`src/idf_pkg.sv`:
```
`timescale 1ns / 1ps
// Shared types and constants for the integer decimal formatter.
// No dependencies; used by idf_dabble_stage and integer_decimal_formatter_top.
package idf_pkg;

  localparam int VALUE_W = 64;
  localparam int DIGITS = 20;
  localparam int BCD_W = DIGITS * 4;
  localparam int DAB_STAGES = 8;
  localparam int DAB_STEPS = VALUE_W / DAB_STAGES;

  localparam logic [1:0] SIZE_DEFAULT = 2'd0;
  localparam logic [1:0] SIZE_SHORT = 2'd1;
  localparam logic [1:0] SIZE_LONG = 2'd2;
  localparam logic [1:0] SIZE_UNUSED = 2'd3;

  localparam logic [6:0] CH_ZERO = 7'h30;
  localparam logic [6:0] CH_PLUS = 7'h2B;
  localparam logic [6:0] CH_SPACE = 7'h20;
  localparam logic [6:0] CH_MINUS = 7'h2D;

  typedef struct packed {
    logic        func;
    logic [63:0] value;
    logic [1:0]  size_mode;
    logic        plus_flag;
    logic        space_flag;
    logic        left_justify;
    logic [5:0]  field_width;
    logic [5:0]  digit_precision;
  } item_t;

  typedef struct packed {
    logic [6:0] character;
    logic       last;
  } text_t;

  // Per-item attributes that ride along with the conversion.
  typedef struct packed {
    logic       sign_en;
    logic [6:0] sign_ch;
    logic       left;
    logic [5:0] width;
    logic [5:0] prec;
  } meta_t;

  typedef struct packed {
    logic [VALUE_W-1:0] bin;
    logic [BCD_W-1:0]   bcd;
    meta_t              meta;
  } dab_t;

endpackage

```
`src/idf_dabble_stage.sv`:
```
`timescale 1ns / 1ps
// One registered slice of the binary-to-BCD shift-and-add-3 converter.
// Depends on idf_pkg for dab_t and step counts.
module idf_dabble_stage (
  input  logic          clk,
  input  logic          rst,
  input  logic          up_valid,
  output logic          up_ready,
  input  idf_pkg::dab_t up_data,
  output logic          dn_valid,
  input  logic          dn_ready,
  output idf_pkg::dab_t dn_data
);

  idf_pkg::dab_t data_next;

  always_comb begin
    logic [idf_pkg::BCD_W-1:0]   bcd;
    logic [idf_pkg::VALUE_W-1:0] bin;
    bcd = up_data.bcd;
    bin = up_data.bin;
    for (int s = 0; s < idf_pkg::DAB_STEPS; s++) begin
      for (int d = 0; d < idf_pkg::DIGITS; d++) begin
        if (bcd[d*4 +: 4] >= 4'd5) begin
          bcd[d*4 +: 4] = bcd[d*4 +: 4] + 4'd3;
        end
      end
      bcd = {bcd[idf_pkg::BCD_W-2:0], bin[idf_pkg::VALUE_W-1]};
      bin = {bin[idf_pkg::VALUE_W-2:0], 1'b0};
    end
    data_next.bcd = bcd;
    data_next.bin = bin;
    data_next.meta = up_data.meta;
  end

  assign up_ready = !dn_valid || dn_ready;

  always_ff @(posedge clk) begin
    if (rst) begin
      dn_valid <= 1'b0;
    end else if (up_ready) begin
      dn_valid <= up_valid;
    end
  end

  always_ff @(posedge clk) begin
    if (up_ready && up_valid) begin
      dn_data <= data_next;
    end
  end

endmodule

```
`src/integer_decimal_formatter_top.sv`:
```
`timescale 1ns / 1ps
// Top level of the integer decimal formatter: input register, sign/size stage,
// eight BCD stages, layout stage and character serializer. Uses idf_pkg, idf_dabble_stage.
//
// Usage:
//   item channel (item_valid/item_ready/item) takes one conversion per
//   transaction: value, signed/unsigned, size, flags, width and precision.
//   text channel (text_valid/text_ready/text) returns the formatted text,
//   one ASCII character per transaction, last set on the final one.
//   The first character of an item is offered once the item has passed the input
//   register, the 8 BCD stages, the layout stage and the serializer.
//   Throughput: an item yields 1 to MAX_FIELD + 1 characters; the serializer
//   emits one character per cycle while text_ready is high and takes the
//   next item as its last character is taken, while up to ten later items fill the pipeline.
//   Reset (synchronous, active high) clears every valid bit; items in flight
//   are dropped. When the receiver holds text_ready low the serializer holds
//   its character, and each stage holds once the stage after it is full,
//   so nothing is lost or repeated.
//   Width and precision above MAX_FIELD saturate to MAX_FIELD.
module integer_decimal_formatter_top #(
  parameter int MAX_FIELD = 32
) (
  input  logic           clk,
  input  logic           rst,
  input  logic           item_valid,
  output logic           item_ready,
  input  idf_pkg::item_t item,
  output logic           text_valid,
  input  logic           text_ready,
  output idf_pkg::text_t text
);

  localparam logic [5:0] MAX_F = 6'(MAX_FIELD);

  // ---------------------------------------------------------------- input register
  logic           in_v;
  idf_pkg::item_t in_q;
  logic           in_adv;

  // ---------------------------------------------------------------- sign and size
  idf_pkg::dab_t head;

  always_comb begin
    logic [63:0] mag;
    logic        neg;
    mag = {32'd0, in_q.value[31:0]};
    neg = !in_q.func && in_q.value[31];
    if (in_q.size_mode == idf_pkg::SIZE_SHORT) begin
      mag = {48'd0, in_q.value[15:0]};
      neg = !in_q.func && in_q.value[15];
    end else if (in_q.size_mode == idf_pkg::SIZE_LONG) begin
      mag = in_q.value;
      neg = !in_q.func && in_q.value[63];
    end
    // Two's complement negate; the most negative value wraps to its own magnitude.
    if (neg) begin
      mag = 64'd0 - mag;
    end
    if (in_q.size_mode == idf_pkg::SIZE_SHORT) begin
      mag = {48'd0, mag[15:0]};
    end else if (in_q.size_mode != idf_pkg::SIZE_LONG) begin
      mag = {32'd0, mag[31:0]};
    end
    head.bin = mag;
    head.bcd = '0;
    head.meta.sign_en = neg || in_q.plus_flag || in_q.space_flag;
    head.meta.sign_ch = neg ? idf_pkg::CH_MINUS :
                        (in_q.plus_flag ? idf_pkg::CH_PLUS : idf_pkg::CH_SPACE);
    head.meta.left = in_q.left_justify;
    head.meta.width = (in_q.field_width > MAX_F) ? MAX_F : in_q.field_width;
    head.meta.prec = (in_q.digit_precision > MAX_F) ? MAX_F : in_q.digit_precision;
  end

  // ---------------------------------------------------------------- BCD pipeline
  logic          dab_valid [idf_pkg::DAB_STAGES+1];
  logic          dab_ready [idf_pkg::DAB_STAGES+1];
  idf_pkg::dab_t dab_data  [idf_pkg::DAB_STAGES+1];

  assign dab_valid[0] = in_v;
  assign dab_data[0] = head;
  assign in_adv = dab_ready[0];
  assign item_ready = !in_v || in_adv;

  always_ff @(posedge clk) begin
    if (rst) begin
      in_v <= 1'b0;
    end else if (item_ready) begin
      in_v <= item_valid;
    end
  end

  always_ff @(posedge clk) begin
    if (item_ready && item_valid) begin
      in_q <= item;
    end
  end

  for (genvar g = 0; g < idf_pkg::DAB_STAGES; g++) begin : g_dab
    idf_dabble_stage u_stage (
      .clk      (clk),
      .rst      (rst),
      .up_valid (dab_valid[g]),
      .up_ready (dab_ready[g]),
      .up_data  (dab_data[g]),
      .dn_valid (dab_valid[g+1]),
      .dn_ready (dab_ready[g+1]),
      .dn_data  (dab_data[g+1])
    );
  end

  // ---------------------------------------------------------------- layout stage
  // Work out digit count, zero fill, leading pad and total length.
  logic                     lay_v;
  logic                     lay_ready;
  logic [idf_pkg::BCD_W-1:0] lay_bcd;
  logic                     lay_sign_en;
  logic [6:0]               lay_sign_ch;
  logic [5:0]               lay_lead;
  logic [5:0]               lay_zeros;
  logic [4:0]               lay_ndig;
  logic [5:0]               lay_last;

  logic [4:0] ndig_next;
  logic [5:0] zeros_next;
  logic [5:0] lead_next;
  logic [5:0] last_next;

  always_comb begin
    idf_pkg::dab_t t;
    logic [5:0] body;
    logic [5:0] pad;
    logic [5:0] total;
    t = dab_data[idf_pkg::DAB_STAGES];
    ndig_next = 5'd1;
    for (int d = 0; d < idf_pkg::DIGITS; d++) begin
      if (t.bcd[d*4 +: 4] != 4'd0) begin
        ndig_next = 5'(d + 1);
      end
    end
    zeros_next = (t.meta.prec > {1'b0, ndig_next}) ? t.meta.prec - {1'b0, ndig_next} : 6'd0;
    body = {5'd0, t.meta.sign_en} + zeros_next + {1'b0, ndig_next};
    pad = (t.meta.width > body) ? t.meta.width - body : 6'd0;
    total = body + pad;
    lead_next = t.meta.left ? 6'd0 : pad;
    last_next = total - 6'd1;
  end

  assign dab_ready[idf_pkg::DAB_STAGES] = !lay_v || lay_ready;

  always_ff @(posedge clk) begin
    if (rst) begin
      lay_v <= 1'b0;
    end else if (dab_ready[idf_pkg::DAB_STAGES]) begin
      lay_v <= dab_valid[idf_pkg::DAB_STAGES];
    end
  end

  always_ff @(posedge clk) begin
    if (dab_ready[idf_pkg::DAB_STAGES] && dab_valid[idf_pkg::DAB_STAGES]) begin
      lay_bcd <= dab_data[idf_pkg::DAB_STAGES].bcd;
      lay_sign_en <= dab_data[idf_pkg::DAB_STAGES].meta.sign_en;
      lay_sign_ch <= dab_data[idf_pkg::DAB_STAGES].meta.sign_ch;
      lay_lead <= lead_next;
      lay_zeros <= zeros_next;
      lay_ndig <= ndig_next;
      lay_last <= last_next;
    end
  end

  // ---------------------------------------------------------------- serializer
  // Walk a character index across pad, sign, zero fill, digits, pad.
  logic                      ser_v;
  logic [idf_pkg::BCD_W-1:0] ser_bcd;
  logic                      ser_sign_en;
  logic [6:0]                ser_sign_ch;
  logic [5:0]                ser_lead;
  logic [5:0]                ser_zeros;
  logic [4:0]                ser_ndig;
  logic [5:0]                ser_last;
  logic [5:0]                ser_idx;
  logic                      ser_done;

  assign ser_done = text_ready && (ser_idx == ser_last);
  assign lay_ready = !ser_v || ser_done;

  always_ff @(posedge clk) begin
    if (rst) begin
      ser_v <= 1'b0;
      ser_idx <= 6'd0;
    end else if (lay_ready) begin
      ser_v <= lay_v;
      ser_idx <= 6'd0;
    end else if (text_ready) begin
      ser_idx <= ser_idx + 6'd1;
    end
  end

  always_ff @(posedge clk) begin
    if (lay_ready && lay_v) begin
      ser_bcd <= lay_bcd;
      ser_sign_en <= lay_sign_en;
      ser_sign_ch <= lay_sign_ch;
      ser_lead <= lay_lead;
      ser_zeros <= lay_zeros;
      ser_ndig <= lay_ndig;
      ser_last <= lay_last;
    end
  end

  always_comb begin
    logic [5:0] j;
    logic [5:0] k;
    logic [5:0] d;
    logic [4:0] pos;
    j = ser_idx - ser_lead;
    k = j - {5'd0, ser_sign_en};
    d = k - ser_zeros;
    pos = ser_ndig - 5'd1 - d[4:0];
    if (ser_idx < ser_lead) begin
      text.character = idf_pkg::CH_SPACE;
    end else if (ser_sign_en && j == 6'd0) begin
      text.character = ser_sign_ch;
    end else if (k < ser_zeros) begin
      text.character = idf_pkg::CH_ZERO;
    end else if (d < {1'b0, ser_ndig}) begin
      text.character = idf_pkg::CH_ZERO + {3'd0, ser_bcd[pos*4 +: 4]};
    end else begin
      text.character = idf_pkg::CH_SPACE;
    end
    text.last = (ser_idx == ser_last);
  end

  assign text_valid = ser_v;

endmodule

```
`config.mk`:
```
export PLATFORM = sky130hd
export DESIGN_NAME = integer_decimal_formatter_top
export DESIGN_NICKNAME = d
export VERILOG_FILES = /design/src/idf_pkg.sv /design/src/idf_dabble_stage.sv /design/src/integer_decimal_formatter_top.sv
export SDC_FILE = /design/constraint.sdc
export NUM_CORES = 2
export LEC_CHECK = 0
export BUFFER_PORTS_ARGS = -buffer_cell sky130_fd_sc_hd__buf_2
export CORE_ASPECT_RATIO = 0.7
export CORE_MARGIN = 1.5
export CORE_UTILIZATION = 55
export CTS_BUF_LIST = sky130_fd_sc_hd__clkbuf_8 sky130_fd_sc_hd__clkbuf_16
export CTS_CLUSTER_DIAMETER = 120
export DETAILED_ROUTE_END_ITERATION = 8
export GPL_TIMING_DRIVEN = 0
export PLACE_DENSITY = 0.71
export SETUP_SLACK_MARGIN = 0.02
export SYNTH_ARGS = -nofsm -noshare
export SYNTH_HDL_FRONTEND = slang
export SYNTH_SLANG_ARGS = --single-unit
```
`constraint.sdc`:
```
create_clock -name clk -period 20.5 [get_ports clk]
set_clock_uncertainty 0.2 [all_clocks]
set_input_delay 3.075 -clock clk [delete_from_list [all_inputs] [get_ports clk]]
set_output_delay 3.075 -clock clk [all_outputs]
set_load 0.005 [all_outputs]
```
==> run_results.csv <==
group,metric,value,unit
logic_synthesis,synth.most_common_cell,"inv_1",
sta,finalMaxSlewViolations,0,
drt,post_drt_via_cell_ratio,5.922,
worst_setup_path,crit_slowest_cell,"a2111oi_0",
clock_tree,clock_path_buffers,3,
drt,first_pass_iters,6,
logic_synthesis,avgSynthCellArea,8.945,um^2
logic_synthesis,synth_edf_count,1030,
clock_tree,cts_tree,"done",
run_status,status,"finished clean",
logic_synthesis,synth_cells,13480,
worst_setup_path,cp_slowest_stage_delay,0.61,ns
finish,drive_above_1_share,0.1008,
placed_design,io_buffers,92,
clock_tree,cts.hold.buffers_added,0,
logic_synthesis,yosysTopAreaCellShare,0.2565,
global_routing,antenna_found_initial,5,
logic_synthesis,synth.cell_area,0.1206,mm^2
clock_tree,clock-root-buffer,"clkbuf_16",
hold_path,holdCritPathClass,"flip-flop to flip-flop",
logic_synthesis,synthTopCellsByCount,"inv_1, ha_1, edfxtp_1, nand2_1, nor2_1",
sta,fin_crit,11.74,ns
global_routing,grt_pass1_vias,95350,
logic_synthesis,synth_top_area_cell,"edfxtp_1",
clock_tree,clk_pin_slew,0.07,ns
sta,rsz0062_at_grt,"false",
floorplan,die-area,0.2221,mm^2
worst_setup_path,critPathKind,"flip-flop to flip-flop",
job,drv_cap,0,
drt,drt_iter0_drc,7246,
drt,drc,0,
placed_design,place_congestion,0.8924,
drt,antenna_left,0,
logic_synthesis,async_reset_ff_frac,0,
sta,max_freq,85.19,MHz
logic_synthesis,synthDistinctLibCells,154,
drt,vias,99070,
sta,tightest_slew,1.391,ns
worst_setup_path,crit_path_frequent_cell,"ha_1",
floorplan,ios,96,
logic_synthesis,synthTopCellsByArea,"edfxtp_1, ha_1, mux2i_1, inv_1, mux2_2",
drt,routedWlPerCell,16.29,um
clock_tree,postCtsSetupBuffers,0,
placed_design,post-dp-hpwl,216.4,mm
worst_setup_path,worst-path-max-fanout,8,
clock_tree,cts_resized,0,
drt,routed_wl,272.5,mm
logic_synthesis,synth-seq-area-share,0.2593,
global_routing,grt_pass1_wl,454.9,mm
floorplan,rows,143,
sta,totalNegativeSetupSlack,0,ns
sta,setup_viol,0,
global_routing,grt_max_degree,56,
worst_setup_path,startpoint_type,"flip-flop",
logic_synthesis,ys_ff_latch,1047,
worst_setup_path,cp.required,20.83,ns
clock_tree,clock_sinks,1047,
clock_tree,cts.htree.levels,3,
logic_synthesis,ys.flop_type,"edfxtp_1",
floorplan,start_util,0.5547,
clock_tree,cts_buffers,112,
sta,finalCritPeriodShare,0.5726,
finish,area.growth.synth_to_final,7.352,%
floorplan,die_w,562.7,um
sta,final_hold_viol_count,0,
floorplan,core-area,0.2174,mm^2
logic_synthesis,ys.warnings.count,0,
worst_setup_path,arrival,12.06,ns
logic_synthesis,syn_nets,14940,
clock_tree,clock_latency,0.78,ns
worst_setup_path,endpoint_kind,"flip-flop",
floorplan,fp.dieH,394.8,um
global_routing,grtUsageTotal,0.2375,
sta,maxSlewHeadroom,0.07291,
global_routing,grt_overflow_total,0,
finish,nNetsFinal,15190,
[routing by layer]
metal / wire [um] / track usage / vias up / share of wire
met2: 120700 / 0.3892 / 1892 / 0.44
met3: 13370 / 0.03231 / 295 / 0.049
met4: 5910 / 0.05509 / 2 / 0.022
met5: 13 / 0 / - / 0.000048
li1: - / - / 49880 / -
met1: 132400 / 0.3304 / 47000 / 0.49
[path summary, 6_finish.rpt]
path	start	end	slack, ns	cells past startpoint
worst max register to register	g_dab[3].u_stage.dn_data[49]	g_dab[4].u_stage.dn_data[63]	8.76	48
worst max-delay path	g_dab[3].u_stage.dn_data[49]	g_dab[4].u_stage.dn_data[63]	8.76	48
worst min-delay path	g_dab[0].u_stage.dn_data[155]	g_dab[1].u_stage.dn_data[163]	0.18	0
worst min register to register	g_dab[0].u_stage.dn_data[155]	g_dab[1].u_stage.dn_data[163]	0.18	0
[flip-flops by register name, summed over array words and instances (netlist names), 3 cells and up]
signal,count
lay_bcd,80
ser_idx,6
ser_lead,6
lay_ndig,5
ser_sign_ch,3
lay_last,6
g_dab.u_stage.dn_data,734
ser_zeros,6
lay_zeros,6
in_q,81
ser_bcd,80
lay_sign_ch,3
ser_last,6
ser_ndig,5
lay_lead,6
g_dab.u_stage.dn_valid,8
[critical path: cells and delay by family, from the launching register on]
family / cells / cell delay [ns]
AOI/OAI and AO/OA: 10 / 2.67
xor gates and xnor gates: 4 / 1.10
adders and majority gates: 8 / 1.94
buffers and inverters: 7 / 0.89
DFF: 1 / 0.51
muxes: 5 / 1.81
and+or+nand+nor: 14 / 2.33
[kinds of logic after synthesis]
group	count (synthesis)	share of synthesized area
flops	1047	0.2593
mux	1279	0.1157
simple gates	3998	0.1752
xor+xnor	654	0.04856
fa+ha+maj	1376	0.1432
buf+inv	1601	0.05107
other cells	2	0.00006228
compound gates	3524	0.2069
[cells in the final DEF (no fill, tap or decap), types with 147 or more instances in the layout]
cell      count
mux2i_1     773
mux2_2      408
and2_1      197
inv_1      1424
nand2_1     832
nand2b_1    548
edfxtp_1   1030
o21ai_1     148
nor3_1      249
xor2_1      154
nor2_1      802
a21o_1      205
a21oi_1     714
a211oi_1    167
xnor2_1     482
nor2b_1     345
o211ai_1    151
o21a_1      169
o21ai_0     587
ha_1       1369
buf_2       147
nand3_1     193
[stage by stage]
step / utilization / worst slack, ns / hold WS (ns) / area, um^2 / instances
after floorplan: - / 8.721 / 0.2003 / 120600 / 13480
after global placement: 0.5735 / 1.603 / 0.2007 / 124700 / 16470
after detailed placement: 0.5779 / 8.949 / 0.2045 / 125600 / 16510
after CTS: 0.5954 / 8.879 / 0.1821 / 129400 / 16730
after global routing: 0.5955 / 7.910 / 0.1794 / 129500 / 16730
final: 0.5955 / 8.762 / 0.1848 / 129500 / 16730
[final cells by class]
cell class	instances	area, um^2
Antenna cell	2	5.005
Buffer	131	643.1
Clock buffer	112	2803
Clock inverter	100	1003
Fill cell	18130	87930
Inverter	1470	5518
Multi-Input combinational cell	10830	83280
Sequential cell	1047	31270
Tap cell	2900	3628
Timing Repair Buffer	133	1304
Power is not shown: default switching activity piles up to over one toggle a cycle in this logic, so the estimate is an artifact.
